## config.mk

```make
export PLATFORM = sky130hd
export DESIGN_NAME = lfs_sequencer
export DESIGN_NICKNAME = d
export VERILOG_FILES = /design/src/lfs_pkg.sv /design/src/lfs_sequencer.sv
export SDC_FILE = /design/constraint.sdc
export NUM_CORES = 1
export LEC_CHECK = 0
export BUFFER_PORTS_ARGS = -buffer_cell sky130_fd_sc_hd__buf_2
export CORE_ASPECT_RATIO = 1.4
export CORE_UTILIZATION = 47
export CTS_CLUSTER_DIAMETER = 120
export CTS_CLUSTER_SIZE = 30
export DETAILED_ROUTE_END_ITERATION = 7
export PLACE_DENSITY = 0.76
export SYNTH_ARGS = -nofsm -noshare
export SYNTH_HDL_FRONTEND = slang
export SYNTH_SLANG_ARGS = --single-unit
export TNS_END_PERCENT = 100
```

## constraint.sdc

```tcl
create_clock -name clk -period 2.35 [get_ports clk]
set_input_delay 0.1175 -clock clk [delete_from_list [all_inputs] [get_ports clk]]
set_output_delay 0.1175 -clock clk [all_outputs]
set_load 0.02 [all_outputs]
```

## src/lfs_pkg.sv

```systemverilog
// ----------------------------------------------------------------------------
// lfs_pkg
// Shared types, constants and elaboration-time functions of the line follow
// steering block: register map, microcode word layout, microprogram and the
// sigmoid table generator.
// ----------------------------------------------------------------------------
package lfs_pkg;

	// Field widths
	localparam int unsigned POS_W   = 16;
	localparam int unsigned CMD_W   = 11;
	localparam int unsigned CFG_W   = 34;
	localparam int unsigned CIDX_W  = 3;
	localparam int unsigned TBL_W   = 22;
	localparam int unsigned PC_W    = 5;
	localparam int unsigned CNT_W   = 4;

	localparam int unsigned SIG_ENTRIES_DEF = 256;
	localparam logic [CNT_W-1:0] DIV_LAST = 4'd15;

	localparam logic [CMD_W-1:0] CMD_BASE = 11'd1000;

	// Register reset values
	localparam logic [15:0] HG_RST    = 16'd922;
	localparam logic [11:0] DG_RST    = 12'd500;
	localparam logic [9:0]  SCALE_RST = 10'd200;

	// Register map
	localparam logic [CIDX_W-1:0] REG_LINE_A    = 3'd0;
	localparam logic [CIDX_W-1:0] REG_LINE_B    = 3'd1;
	localparam logic [CIDX_W-1:0] REG_LINE_C    = 3'd2;
	localparam logic [CIDX_W-1:0] REG_TARGET_HD = 3'd3;
	localparam logic [CIDX_W-1:0] REG_HD_GAIN   = 3'd4;
	localparam logic [CIDX_W-1:0] REG_DIST_GAIN = 3'd5;
	localparam logic [CIDX_W-1:0] REG_SIG_SCALE = 3'd6;

	typedef struct packed {
		logic signed [16:0] line_a;
		logic signed [16:0] line_b;
		logic signed [33:0] line_c;
		logic [14:0]        target_heading;
		logic [15:0]        heading_gain;
		logic [11:0]        distance_gain;
		logic [9:0]         sigmoid_scale;
	} cfg_t;

	// Microcode word fields
	typedef enum logic [2:0] {
		A_LA, A_LB, A_HG, A_ROM, A_NENT
	} a_sel_t;

	typedef enum logic [2:0] {
		B_X, B_Y, B_ERR, B_P, B_WFRAC, B_FRAC
	} b_sel_t;

	typedef enum logic [1:0] {
		ACC_HOLD, ACC_LOAD, ACC_ADD, ACC_ADDC
	} acc_op_t;

	typedef enum logic [3:0] {
		OP_NONE, OP_ERR, OP_HQ, OP_SIDE, OP_SUM, OP_DINIT, OP_DCHK,
		OP_DSTEP, OP_CLAMP, OP_IDX, OP_CMD, OP_EMIT
	} dp_op_t;

	typedef enum logic [2:0] {
		J_NEXT, J_GOTO, J_WAIT_IN, J_LOOP, J_SAME, J_WAIT_OUT
	} jmp_t;

	typedef struct packed {
		a_sel_t          a_sel;
		b_sel_t          b_sel;
		logic            mul_en;
		acc_op_t         acc_op;
		dp_op_t          op;
		logic            rom_hi;
		logic            ld_cnt;
		jmp_t            jmp;
		logic [PC_W-1:0] target;
	} ctrl_t;

	typedef struct packed {
		logic in_valid;
		logic out_busy;
		logic same;
	} st_t;

	// Jump targets
	localparam logic [PC_W-1:0] PC_IDLE = 5'd0;
	localparam logic [PC_W-1:0] PC_DIV  = 5'd9;

	localparam ctrl_t CW_NOP = '{
		a_sel: A_LA, b_sel: B_X, mul_en: 1'b0, acc_op: ACC_HOLD, op: OP_NONE,
		rom_hi: 1'b0, ld_cnt: 1'b0, jmp: J_NEXT, target: PC_IDLE
	};

	// Microprogram: one control word per step
	function automatic ctrl_t ucode(input logic [PC_W-1:0] pc);
		ctrl_t w;
		w = CW_NOP;
		unique case (pc)
			5'd0: begin
				w.jmp = J_WAIT_IN;
			end
			5'd1: begin
				w.mul_en = 1'b1; w.a_sel = A_LA; w.b_sel = B_X; w.op = OP_ERR;
			end
			5'd2: begin
				w.mul_en = 1'b1; w.a_sel = A_LB; w.b_sel = B_Y; w.acc_op = ACC_LOAD;
			end
			5'd3: begin
				w.mul_en = 1'b1; w.a_sel = A_HG; w.b_sel = B_ERR; w.acc_op = ACC_ADD;
			end
			5'd4: begin
				w.acc_op = ACC_ADDC; w.op = OP_HQ;
			end
			5'd5: w.op = OP_SIDE;
			5'd6: w.op = OP_SUM;
			5'd7: w.op = OP_DINIT;
			5'd8: begin
				w.op = OP_DCHK; w.ld_cnt = 1'b1;
			end
			5'd9: begin
				w.op = OP_DSTEP; w.jmp = J_LOOP; w.target = PC_DIV;
			end
			5'd10: w.op = OP_CLAMP;
			5'd11: begin
				w.mul_en = 1'b1; w.a_sel = A_NENT; w.b_sel = B_P;
			end
			5'd12: w.op = OP_IDX;
			5'd13: w.op = OP_NONE;
			5'd14: begin
				w.mul_en = 1'b1; w.a_sel = A_ROM; w.b_sel = B_WFRAC; w.rom_hi = 1'b1;
			end
			5'd15: begin
				w.mul_en = 1'b1; w.a_sel = A_ROM; w.b_sel = B_FRAC; w.acc_op = ACC_LOAD;
			end
			5'd16: w.acc_op = ACC_ADD;
			5'd17: w.op = OP_CMD;
			5'd18: begin
				w.jmp = J_SAME; w.target = PC_IDLE;
			end
			5'd19: begin
				w.op = OP_EMIT; w.jmp = J_WAIT_OUT; w.target = PC_IDLE;
			end
			default: begin
				w.jmp = J_GOTO; w.target = PC_IDLE;
			end
		endcase
		return w;
	endfunction

	// Shift-subtract quotient, used only while building constant tables
	function automatic logic [63:0] udiv64(input logic [63:0] num, input logic [63:0] den);
		logic [63:0] q;
		logic [64:0] r;
		q = '0;
		r = '0;
		for (int i = 63; i >= 0; i--) begin
			r = {r[63:0], num[i]};
			if (r >= {1'b0, den}) begin
				r = r - {1'b0, den};
				q[i] = 1'b1;
			end
		end
		return q;
	endfunction

	// 1000*sigmoid(t) in Q.12 for t in Q3.12
	function automatic logic [TBL_W-1:0] sig_q12(input logic signed [31:0] t);
		logic [63:0] u;
		logic [63:0] e;
		logic [63:0] term;
		logic [63:0] r;
		logic [63:0] q;
		logic [63:0] v;
		u = (t < 0) ? 64'(-t) : 64'(t);
		if (u > 64'd32768) u = 64'd32768;
		term = 64'd1 << 30;
		e = term;
		// exp(u/8) by truncated Taylor terms
		for (int k = 1; k <= 14; k++) begin
			term = udiv64(term * u, 64'(32768 * k));
			e = e + term;
		end
		// exp(-u) = (1/exp(u/8))^8
		r = udiv64(64'd1 << 60, e);
		for (int j = 0; j < 3; j++) begin
			r = (r * r) >> 30;
		end
		q = udiv64(64'd1 << 60, (64'd1 << 30) + r);
		v = (64'd1000 * q + (64'd1 << 17)) >> 18;
		return (t < 0) ? TBL_W'(64'd4096000 - v) : TBL_W'(v);
	endfunction

	// Table point i of n: t_i = -32768 + floor(65536*i/n)
	function automatic logic [TBL_W-1:0] sig_point(input int unsigned i, input int unsigned n);
		logic [63:0]        off;
		logic signed [31:0] ti;
		off = udiv64(64'(i) * 64'd65536, 64'(n));
		ti = $signed(off[31:0]) - 32'sd32768;
		return sig_q12(ti);
	endfunction

endpackage

```

## src/lfs_sequencer.sv

```systemverilog
// ----------------------------------------------------------------------------
// lfs_sequencer
// Step counter, microcode fetch, loop counter and conditional jumps.
// ----------------------------------------------------------------------------
module lfs_sequencer import lfs_pkg::*; (
	input  logic  clk,
	input  logic  arst_n,
	input  st_t   st,
	output ctrl_t ctrl,
	output logic  in_ready
);

	logic [PC_W-1:0]  pc_q;
	logic [PC_W-1:0]  pc_d;
	logic [CNT_W-1:0] cnt_q;
	logic [CNT_W-1:0] cnt_d;
	logic             cnt_nz;

	// fetch the control word of the current step
	assign ctrl     = ucode(pc_q);
	assign cnt_nz   = (cnt_q != '0);
	assign in_ready = (ctrl.jmp == J_WAIT_IN);

	// pick the next step
	always_comb begin
		pc_d = pc_q + 1'b1;
		unique case (ctrl.jmp)
			J_NEXT:     pc_d = pc_q + 1'b1;
			J_GOTO:     pc_d = ctrl.target;
			J_WAIT_IN:  pc_d = st.in_valid ? pc_q + 1'b1 : pc_q;
			J_LOOP:     pc_d = cnt_nz ? ctrl.target : pc_q + 1'b1;
			J_SAME:     pc_d = st.same ? ctrl.target : pc_q + 1'b1;
			J_WAIT_OUT: pc_d = st.out_busy ? pc_q : ctrl.target;
			default:    pc_d = PC_IDLE;
		endcase
	end

	// load or count down the loop counter
	always_comb begin
		cnt_d = cnt_q;
		if (ctrl.ld_cnt) begin
			cnt_d = DIV_LAST;
		end else if (ctrl.jmp == J_LOOP && cnt_nz) begin
			cnt_d = cnt_q - 1'b1;
		end
	end

	always_ff @(posedge clk or negedge arst_n) begin
		if (!arst_n) begin
			pc_q  <= PC_IDLE;
			cnt_q <= '0;
		end else begin
			pc_q  <= pc_d;
			cnt_q <= cnt_d;
		end
	end

`ifndef SYNTHESIS
	a_idle_cnt_clear: assert property (@(posedge clk) disable iff (!arst_n)
		(pc_q == PC_IDLE) |-> (cnt_q == '0))
		else $error("loop counter left running outside the divide loop");
`endif

endmodule

```

After elaboration in Yosys (flattened, before gate mapping)
Index checks and enable logic that the tools add are counted.
{"block": "totals", "ff_bits": 9, "wordCells": 53}
{"block": "classes", "add_sub_neg": 2, "eq_ne": 26, "n_mux": 14, "reduce_logical": 9}
{"operator": "one-hot mux 4 bit (11 select lines)", "count": 1}
{"operator": "one-hot mux 7 bit (6 select lines)", "count": 1}
{"operator": "== test 5 x 4 -> 1 bit, second input constant", "count": 8}
{"operator": "one-hot mux 5 bit (6 select lines)", "count": 1}
{"operator": "== test 5 x 3 -> 1 bit, second input constant", "count": 4}
{"operator": "== test 5 bit, second input constant", "count": 4}
{"operator": "two-way mux 5 bit", "count": 4}
{"operator": "OR reduction 16 bit", "count": 1}
{"operator": "one-hot mux 3 bit (5 select lines)", "count": 1}
{"operator": "two-way mux 4 bit", "count": 3}
{"operator": "== test 5 x 2 -> 1 bit, second input constant", "count": 2}
{"operator": "== test 3 x 2 -> 1 bit, second input constant", "count": 2}
{"operator": "== test 3 bit, second input constant", "count": 2}
{"operator": "one-hot mux 2 bit (3 select lines)", "count": 1}
{"operator": "adder 5 x 1 -> 5 bit, second input constant", "count": 1}
{"operator": "== test 5 x 1 -> 1 bit, second input constant", "count": 1}
{"operator": "zero test 5 bit", "count": 1}
{"operator": "!= test 2 bit, second input constant", "count": 2}
{"operator": "nonzero test 4 bit", "count": 1}
{"operator": "OR reduction 2 bit", "count": 2}
{"operator": "subtractor 4 x 1 -> 4 bit, second input constant", "count": 1}
{"operator": "== test 3 x 1 -> 1 bit, second input constant", "count": 1}
{"operator": "zero test 3 bit", "count": 1}
{"operator": "two-way mux 1 bit", "count": 2}
{"operator": "3 further kinds", "count": 3}

Logic depth before layout (Yosys ltp)
Gate-level depths: netlist (run 1).
{"block": "depth", "depth_word": 7, "depth_mapped": 9, "mapped_depth_nobuf": 7}

Worst setup path after synthesis (run 1)
Ideal clock, no wire load.
{"block": "synth_path", "path_kind": "reg2reg", "from": "register pc_q[2]", "to": "register pc_q[3]", "arrival_time_ns": 2.291, "required_ns": 2.198, "setup_slack_ns": -0.093, "stages_incl_launch_ff": 10, "synth_period_minus_slack_ns": 2.443, "path_cell_list": "dfrtp_1 buf_2 buf_1 clkbuf_1 and3_1 ha_1 inv_1 o311ai_1 o31ai_1 o21bai_1"}
{"item": "start: declaration", "line_no": "lfs_sequencer.sv:13", "rtl": "logic [PC_W-1:0] pc_q;"}
{"item": "start signal: assignment", "line_no": "lfs_sequencer.sv:53", "rtl": "pc_q <= pc_d;"}

Worst setup path in the final report (run 1)
{"block": "layout_path", "from": "register pc_q[1]", "to": "register pc_q[2]"}
{"block": "layout_via", "elab_chain_cells": 6, "elab_cells_between_ends": 36, "cone_classes": "add/sub (1); eq/ne (26); mux (5); reduce/logical (4)"}
{"item": "== test 5 bit (tied with other cells)", "line_no": "lfs_pkg.sv:100", "rtl": "unique case (pc)"}
{"item": "OR reduction 16 bit (no source line)"}
{"item": "one-hot mux 3 bit (5 select lines)", "line_no": "lfs_pkg.sv:100"}
{"item": "== test 3 x 2 -> 1 bit or == test 3 bit (tied branches)", "line_no": "lfs_sequencer.sv:27", "rtl": "unique case (ctrl.jmp)"}
{"item": "!= test 2 bit (no source line)"}
{"item": "AND reduction 2 bit (no source line)"}
Parallel ways exist; a longest one is shown, timed or not. The select of a mux whose other input is x is not followed.
A chain may end at the register's enable or synchronous reset.

==> results of run 1 <==
==> critical path, delay by kind of cell, from the launching register on <==
kind                     cells  cell delay (ns)
flip-flops                   1             0.44
buffers and inverters        1             0.12
multiplexers                 1             0.15
adder cells (fa/ha/maj)      1             0.38
AND/OR/NAND/NOR              3             0.99
==> layout make-up <==
class                      instances  area (um2)
fill                             210       884.6
multi-input combinational        106       755.7
tap                               22       27.53
clock buffer                       4       26.28
inverter                          10       37.54
timing repair buffer              35       217.7
sequential                         9       227.7
==> layer usage <==
metal	track usage, %	share of wire (%)	vias to the layer above
met4	10.27	1.5	0
met3	1.227	2.8	4
met2	43.08	55	35
li1	-	-	539
met1	23.28	40	530
met5	0	0	-
==> placed cells by master (no fill, tap or decap), types with 3 or more instances in the layout <==
master     n
o21ai_1    3
conb_1     3
a21oi_1    6
nand2_1   15
mux2i_1    3
ha_1       5
xor2_1     3
nand3_1    5
o211ai_1   4
o31ai_1    3
buf_2     24
nand3b_1   3
dfrtp_1    7
nor3_1     3
xnor2_1    4
nor2_1     6
buf_4      9
clkbuf_4   3
inv_1     10
==> report_power, final <==
group | internal [mW] | switching [mW] | leakage (nW)
Clock | 0.0655 | 0.0555 | 0.0150
Sequential | 0.224 | 0.0695 | 0.108
Combinational | 0.604 | 0.835 | 0.502
==> registers in the layout, summed over array words and instances (netlist names) <==
signal,count
cnt_q,4
pc_q,5
==> logic make-up after synthesis <==
| kind of cell | after synthesis |
|---|---|
| mux | 3 |
| other cells | 1 |
| fa+ha+maj | 7 |
| flops | 9 |
| compound gates | 35 |
| xor+xnor | 7 |
| simple gates | 51 |
| buf+inv | 24 |
==> through the flow <==
stage | TNS, ns | setup slack (ns)
final | 0 | 0.1237
after global routing | -0.006804 | -0.006804
after CTS | 0 | 0.04150
after detailed placement | 0 | 0.1613
after global placement | 0 | 0.1942
after floorplan | 0 | 0.009153
==> path summary, 6_finish.rpt <==
kind	end	cells after the start
worst max-delay path	pc_q[2]	6
worst min-delay path	cnt_q[3]	2
worst max register to register	pc_q[2]	6
worst min register to register	cnt_q[2]	2
max in group asynchronous	pc_q[1]	2
min in group clk	pc_q[4]	4
==> timing repair <==
action | CTS | global route
endpoints found under the setup margin | 1 | 1
gates resized for setup | 1 | 6
hold buffers | 1 | 0
hold endpoints to repair | 9 | 0
==> impl_metrics.env, run 1 <==
export IMPL_synth_top_cells_by_area="dfrtp_1 21%, ha_1 8.1%, nand2_1 5.2%"
export IMPL_viasPerCell=5.957
export IMPL_drc=0
export IMPL_place_congestion=0.8404
export IMPL_die_width_um=42.42
export IMPL_grt_pass1_wl_um=4333
export IMPL_drtAntennaViolNets=0
export IMPL_overflow=0
export IMPL_slew_violations=0
export IMPL_path_cells="inv_1 > ha_1 > mux2i_1 > nor4_1 > nor4_1 > nor4b_1"
export IMPL_grtUsageTotal_pct=21.92
export IMPL_dp_cells=181
export IMPL_cts_sinks=9
export IMPL_holdWs_ns=0.2396
export IMPL_ir_worst_vdd_mv=0.5877
export IMPL_htreeDepth=1
export IMPL_regToRegStartpoint="pc_q[1]"
export IMPL_numCtsBuffers=3
export IMPL_die_area_um2=2485
export IMPL_utilization_pct=59.37
export IMPL_max_freq_mhz=449.2
export IMPL_post_drt_wl_per_cell_um=14.42
export IMPL_layout_cells_non_filler=186
export IMPL_synth_top_area_share_pct=20.95
export IMPL_worst_path_most_repeated_cell="nor4_1"
export IMPL_grt_max_degree=29
export IMPL_synth_warnings=0
export IMPL_yosysSeqAreaShare_pct=20.95
export IMPL_dr_pass1_iters=4
export IMPL_synth_avg_cell_area_um2=7.845
export IMPL_setup_violations=0
export IMPL_rows=20
export IMPL_antenna_found_initial=0
export IMPL_p_total_mw=1.854
export IMPL_layout_min_cycle_time_ns=2.226
export IMPL_arrival_ns=2.35
export IMPL_ys_flop_type="dfrtp_1"
export IMPL_core_area_um2=2177
export IMPL_clock_root_buffer="clkbuf_4"
export IMPL_ys_types=51
export IMPL_yosysMostFrequentCell="nand2_1"
export IMPL_fin_crit_sh_pct=94.73
export IMPL_routed_wl_um=2682
export IMPL_io_pins=29
export IMPL_ys_ff_latch=9
export IMPL_cellPowerDensity_nw_per_um2=1434
export IMPL_design_area_um2=1292
export IMPL_portBuffers=25
export IMPL_dr_total_vias=1108
export IMPL_ys_async_sr_fraction_pct=100.0
export IMPL_slowest_delay_ns=0.45
export IMPL_synthCells=137
export IMPL_worstMarginPinSlew_ns=0.4927
export IMPL_synth_top_cells_by_count="15 x nand2_1, 10 x inv_1, 9 x dfrtp_1"
export IMPL_crit_start="pc_q[1]"
export IMPL_synthMuxAreaShare_pct=2.794
export IMPL_synthAdderAreaFrac_pct=8.149
export IMPL_r2r_setup_slack_ns=0.12
export IMPL_crit_slowest_cell="nor4_1"
export IMPL_clk_latency_ns=0.26
export IMPL_yosys_area_share_simple_pct=26.19
export IMPL_drive_above_1_share_pct=28.05
export IMPL_path_clk_slew_ns=0.06
export IMPL_grt_pass1_vias=1051
export IMPL_fin_nets=177
export IMPL_post_dp_hpwl_um=2052
export IMPL_synth_top_family_by_area="simple AND/OR/NAND/NOR gates"
export IMPL_timing_hold_violations_final=0
export IMPL_synth_edff_count=0
export IMPL_start_kind="flop"
export IMPL_cp_required_ns=2.48
export IMPL_diodes=0
export IMPL_cap_violations=0
export IMPL_postPlaceCellArea_um2=1227
export IMPL_netlist_top_cell_by_area="dfrtp_1"
export IMPL_drtIter0Drc=16
export IMPL_floorplan_initialDensity_pct=49.37
export IMPL_fin_skew_ns=0.002821
export IMPL_min_path_type="primary input to asynchronous set/reset pin"
export IMPL_cp_end_kind="flop"
export IMPL_die_height_um=58.58
export IMPL_synth_xor_area_share_pct=5.704
export IMPL_worst_setup_path_type="flop to flop"
export IMPL_static_leakage_power_nw=0.6248
export IMPL_synth_compound_area_share_pct=23.75
export IMPL_cts_buffer_depth=2
export IMPL_relSlewSlack_pct=66.69
export IMPL_status="completed"
export IMPL_post_cts_buffers=0
export IMPL_synthesis_area_um2=1075
export IMPL_crit_path_max_fanout=10
export IMPL_tritoncts="yes"
export IMPL_syn2layout_area_growth_pct=20.26
(Power assumes the default switching activity.)
==> run 2, diff against run 1 <==
--- a/config.mk
+++ b/config.mk
@@ -11,7 +11,7 @@
 export CTS_CLUSTER_DIAMETER = 120
 export CTS_CLUSTER_SIZE = 30
 export DETAILED_ROUTE_END_ITERATION = 7
-export PLACE_DENSITY = 0.76
+export PLACE_DENSITY = 0.73
 export SYNTH_ARGS = -nofsm -noshare
 export SYNTH_HDL_FRONTEND = slang
 export SYNTH_SLANG_ARGS = --single-unit
==> impl_metrics.env, run 2 (synthesized netlist as in run 1, its figures left out) <==
export IMPL_drive_above_1_share_pct=27.44
export IMPL_viasPerCell=5.839
export IMPL_timing_hold_violations_final=0
export IMPL_regToRegEndpoint="pc_q[0]"
export IMPL_crit_end="ctrl[5]"
export IMPL_n_fill_cell=205
export IMPL_clk_latency_ns=0.26
export IMPL_min_path_type="primary input to asynchronous set/reset pin"
export IMPL_dr_total_vias=1086
export IMPL_routed_wl_um=2559
export IMPL_floorplan_initialDensity_pct=49.37
export IMPL_regToRegStartpoint="pc_q[1]"
export IMPL_multi_input_area_um2=743.2
export IMPL_core_area_um2=2177
export IMPL_cpLargestDelayFamily="buffers and inverters"
export IMPL_grtUsageTotal_pct=21.86
export IMPL_post_dp_hpwl_um=1904
export IMPL_start_kind="flop"
export IMPL_antenna_found_initial=0
export IMPL_die_area_um2=2485
export IMPL_slew_violations=0
export IMPL_top_register="pc_q"
export IMPL_postPlaceCellArea_um2=1215
export IMPL_slowest_delay_ns=0.43
export IMPL_static_leakage_power_nw=0.6244
export IMPL_r2r_setup_slack_ns=0.16
export IMPL_layout_min_cycle_time_ns=2.214
export IMPL_path_clk_slew_ns=0.06
export IMPL_design_area_um2=1270
export IMPL_cts_buffer_depth=2
export IMPL_rows=20
export IMPL_cp_depth=7
export IMPL_rsz0062_at_grt="no"
export IMPL_drc=0
export IMPL_path_cells="inv_1 > ha_1 > or3b_1 > o311ai_1 > buf_4 > o31ai_4 > buf_6"
export IMPL_clock_root_buffer="clkbuf_4"
export IMPL_fin_skew_ns=0.0007802
export IMPL_max_freq_mhz=451.7
export IMPL_post_cts_buffers=0
export IMPL_htreeDepth=1
export IMPL_die_width_um=42.42
export IMPL_cap_violations=0
export IMPL_cellPowerDensity_nw_per_um2=1435
export IMPL_die_height_um=58.58
export IMPL_tritoncts="yes"
export IMPL_drtIter0Drc=18
export IMPL_seq_area_um2=226.5
export IMPL_largest_reg_flops=5
export IMPL_grt_pass1_wl_um=4381
export IMPL_place_congestion=0.8650
export IMPL_p_total_mw=1.822
export IMPL_fin_crit_sh_pct=94.22
export IMPL_cts_sinks=9
export IMPL_crit_slowest_cell="dfrtp_1"
export IMPL_status="completed"
export IMPL_cp_required_ns=2.23
export IMPL_crit_path_max_fanout=8
export IMPL_r2r_cells=6
export IMPL_dr_pass1_iters=6
export IMPL_reg_largest_list="pc_q (5), cnt_q (4)"
export IMPL_fin_nets=177
export IMPL_setup_violations=0
export IMPL_grt_pass1_vias=1045
export IMPL_worst_setup_path_type="flop to output pin"
export IMPL_post_drt_wl_per_cell_um=13.76
export IMPL_setup_tns_ns=0
export IMPL_syn2layout_area_growth_pct=18.16
export IMPL_io_pins=29
export IMPL_portBuffers=25
export IMPL_drtAntennaViolNets=0
export IMPL_grt_max_degree=30
export IMPL_diodes=0
export IMPL_ir_worst_vdd_mv=0.6240
export IMPL_final_common_cell="buf_2"
export IMPL_crit_start="pc_q[1]"
export IMPL_numCtsBuffers=3
export IMPL_arrival_ns=2.10
export IMPL_path_buf_inv=3
export IMPL_cp_end_kind="output pin"
export IMPL_layout_common_cells="24 x buf_2, 15 x nand2_1, 9 x inv_1, 9 x buf_4, 8 x dfrtp_1"
export IMPL_overflow=0
==> run 2: cell counts in the layout (fill, tap and decap cells not counted) <==
No cell type changed its count.
==> run 2: worst min path at each step <==
stage,from,endpoint,cells past startpoint
2_1_floorplan,arst_n,cnt_q[0],0
3_3_place_gp,arst_n,cnt_q[2],1
3_5_place_dp,arst_n,cnt_q[3],1
4_1_cts,arst_n,cnt_q[3],2
5_1_grt,arst_n,cnt_q[1],2
6_report,arst_n,cnt_q[3],2
==> run 2: worst reg2reg max path, stage by stage, from the launching register on <==
cell and delay, ns:
dfrtp_1 0.41, inv_1 0.10, ha_1 0.33, and2b_1 0.23, o2bb2ai_1 0.21, or4_1 0.54, a32o_1 0.26
==> run 2: metal layers <==
layer	share of wire (%)	up-vias	GRT usage, %
met2	54	33	39.12
li1	-	539	-
met4	0.82	0	10.71
met3	3.2	6	0.9202
met1	42	508	26.53
met5	0	-	0
==> run 2: where the power goes <==
part | internal, mW | total [mW] | switching (mW)
combinational | 0.592 | 1.40 | 0.810
clock | 0.0655 | 0.120 | 0.0550
sequential | 0.222 | 0.299 | 0.0768
total | 0.880 | 1.82 | 0.942
==> run 2: final cells by class <==
type,instances,share of cell area (%)
inverters,10,2.956
multi-input cells,106,58.52
well taps,22,2.167
repair buffers,35,16.45
clock buffers,4,2.069
flip-flops and latches,9,17.83
==> run 2: through the flow <==
stage | util [%] | std cells | setup slack [ns] | hold WS (ns)
floorplan | - | 139 | 0.009153 | -0.1781
global placement | 55.80 | 181 | 0.2211 | -0.02167
detailed placement | 55.80 | 181 | 0.1479 | -0.01605
CTS | 57.59 | 186 | 0.01473 | 0.2316
global route | 58.33 | 186 | 0.01371 | 0.2569
finish | 58.33 | 186 | 0.1359 | 0.2362
==> run 2: timing repair <==
action | CTS | global route
pin swaps | 0 | 0
hold buffers | 1 | 0
setup endpoints to repair | 1 | 1
hold endpoints to repair | 9 | 0
gates resized for setup | 1 | 5
==> run 3, diff against run 2 <==
--- a/config.mk
+++ b/config.mk
@@ -7,11 +7,12 @@
 export LEC_CHECK = 0
 export BUFFER_PORTS_ARGS = -buffer_cell sky130_fd_sc_hd__buf_2
 export CORE_ASPECT_RATIO = 1.4
-export CORE_UTILIZATION = 47
+export CORE_UTILIZATION = 56
 export CTS_CLUSTER_DIAMETER = 120
 export CTS_CLUSTER_SIZE = 30
 export DETAILED_ROUTE_END_ITERATION = 7
-export PLACE_DENSITY = 0.73
+export PLACE_DENSITY = 0.81
+export REMOVE_ABC_BUFFERS = 1
 export SYNTH_ARGS = -nofsm -noshare
 export SYNTH_HDL_FRONTEND = slang
 export SYNTH_SLANG_ARGS = --single-unit
==> constraint.sdc (replaced) <==
create_clock -name clk -period 2.7 [get_ports clk]
set_input_delay 0.135 -clock clk [delete_from_list [all_inputs] [get_ports clk]]
set_output_delay 0.135 -clock clk [all_outputs]
set_load 0.02 [all_outputs]
==> impl_metrics.env, run 3 (synthesized netlist as in run 1, its figures left out) <==
export IMPL_fin_skew_ns=0.009134
export IMPL_worst_setup_path_type="flop to output pin"
export IMPL_drc=0
export IMPL_path_cells="ha_1 > and3_1 > ha_1 > inv_1 > o311ai_1 > o31ai_1 > buf_2"
export IMPL_post_drt_wl_per_cell_um=13.30
export IMPL_relSlewSlack_pct=56.79
export IMPL_dr_pass1_iters=4
export IMPL_cp_end_kind="output pin"
export IMPL_numCtsBuffers=3
export IMPL_drtIter0Drc=29
export IMPL_diodes=0
export IMPL_slew_violations=0
export IMPL_arrival_ns=2.42
export IMPL_overflow=0
export IMPL_portBuffers=25
export IMPL_place_ws_ns=0.3908
export IMPL_setup_ws_ns=0.1450
export IMPL_slowest_delay_ns=0.43
export IMPL_core_area_um2=1779
export IMPL_cts_sinks=9
export IMPL_grtUsageTotal_pct=26.34
export IMPL_rows=18
export IMPL_post_dp_hpwl_um=1883
export IMPL_largest_reg_flops=5
export IMPL_grt_pass1_vias=919
export IMPL_path_buf_inv=2
export IMPL_worst_path_most_repeated_cell="ha_1"
export IMPL_max_freq_mhz=391.4
export IMPL_clock_root_buffer="clkbuf_4"
export IMPL_htreeDepth=1
export IMPL_viasPerCell=5.916
export IMPL_setup_tns_ns=0
export IMPL_io_pins=29
export IMPL_layout_common_cells="25 x buf_2, 15 x nand2_1, 10 x inv_1, 9 x dfrtp_1, 7 x ha_1"
export IMPL_fin_nets=172
export IMPL_routed_wl_um=2381
export IMPL_timing_hold_violations_final=0
export IMPL_worstMarginPinSlew_ns=0.6481
export IMPL_cap_violations=0
export IMPL_status="completed"
export IMPL_reg_largest_list="pc_q (5), cnt_q (4)"
export IMPL_cellPowerDensity_nw_per_um2=1215
export IMPL_cpLargestDelayFamily="compound AO/OA/AOI/OAI gates"
export IMPL_syn2layout_area_growth_pct=12.34
export IMPL_min_path_type="primary input to asynchronous set/reset pin"
export IMPL_static_leakage_power_nw=0.5981
export IMPL_drtAntennaViolNets=0
export IMPL_dr_total_vias=1059
export IMPL_tritoncts="yes"
export IMPL_ir_worst_vdd_mv=0.6724
export IMPL_start_kind="flop"
export IMPL_path_clk_slew_ns=0.06
export IMPL_grt_max_degree=24
export IMPL_final_common_cell="buf_2"
export IMPL_die_width_um=39.03
export IMPL_clk_latency_ns=0.26
export IMPL_die_area_um2=2101
export IMPL_crit_slowest_cell="dfrtp_1"
export IMPL_cts_buffer_depth=2
export IMPL_cp_required_ns=2.57
export IMPL_fin_crit_sh_pct=94.63
export IMPL_drive_above_1_share_pct=23.27
export IMPL_setup_violations=0
export IMPL_utilization_pct=67.86
export IMPL_antenna_found_initial=0
export IMPL_grt_pass1_wl_um=3822
export IMPL_die_height_um=53.84
export IMPL_cts_resized_gates=0
export IMPL_holdWs_ns=0.2463
export IMPL_p_total_mw=1.467
export IMPL_rsz0062_at_grt="no"
export IMPL_crit_path_max_fanout=12
export IMPL_floorplan_initialDensity_pct=60.41
export IMPL_place_congestion=0.9101
export IMPL_top_register="pc_q"
export IMPL_layout_min_cycle_time_ns=2.555
run 3: cell types whose count changed in the layout (fill, tap and decap cells not counted), sizes merged:
cell	previous run	this run
clkinv	0	1
buf	34	29
clkbuf	4	3
run 3: area by class of cell:
type                    count  area, um2
clock buffers               3      22.52
clock inverters             1      5.005
fillers                   159      571.8
inverters                  10      37.54
multi-input cells         106      726.9
flip-flops and latches      9      225.2
well taps                  20      25.02
repair buffers             30      165.2
run 3: worst reg2reg max path, cell delays in order, from the launching register on:
cell	delay (ns)
dfrtp_1	0.43
ha_1	0.35
and3_1	0.24
ha_1	0.20
inv_1	0.11
o311ai_1	0.18
or4_1	0.46
a32o_1	0.27
run 3: routing by layer:
layer | GRT usage, % | wire length (um) | up-vias | part of all wire [%]
li1 | - | - | 531 | -
met1 | 29.43 | 973 | 487 | 41
met2 | 46.11 | 1285 | 35 | 54
met3 | 3.719 | 81 | 6 | 3.4
met4 | 14.94 | 40 | 0 | 1.7
met5 | 0 | 0 | - | 0
run 3: power breakdown:
part / internal [mW] / leakage (nW) / total [mW] / switching, mW
combinational: 0.431 / 0.470 / 1.09 / 0.659
sequential: 0.192 / 0.110 / 0.277 / 0.0853
clock: 0.0545 / 0.0177 / 0.0999 / 0.0454
run 3: per-stage QoR:
| stage | cells | area, um2 |
|---|---|---|
| floorplan | 125 | 989.7 |
| global placement | 174 | 1170 |
| detailed placement | 174 | 1170 |
| CTS | 179 | 1207 |
| global route | 179 | 1207 |
| finish | 179 | 1207 |
run 3: what timing repair did:
| action | CTS | global route |
|---|---|---|
| endpoints found under the setup margin | 0 | 0 |
| endpoints found under the hold margin | 9 | 0 |
| hold buffers | 1 | 0 |
| buffers inserted | 0 | 0 |
run 3: worst paths after layout:
path,start,to,slack [ns],depth (start not counted)
worst max register to register,pc_q[0],pc_q[0],0.36,7
max in group asynchronous,arst_n,cnt_q[3],2.27,2
worst min register to register,cnt_q[3],cnt_q[3],0.51,2
worst max-delay path,pc_q[0],ctrl[5],0.15,7
worst min-delay path,arst_n,pc_q[0],0.25,2
min in group clk,st[2],pc_q[4],0.27,5
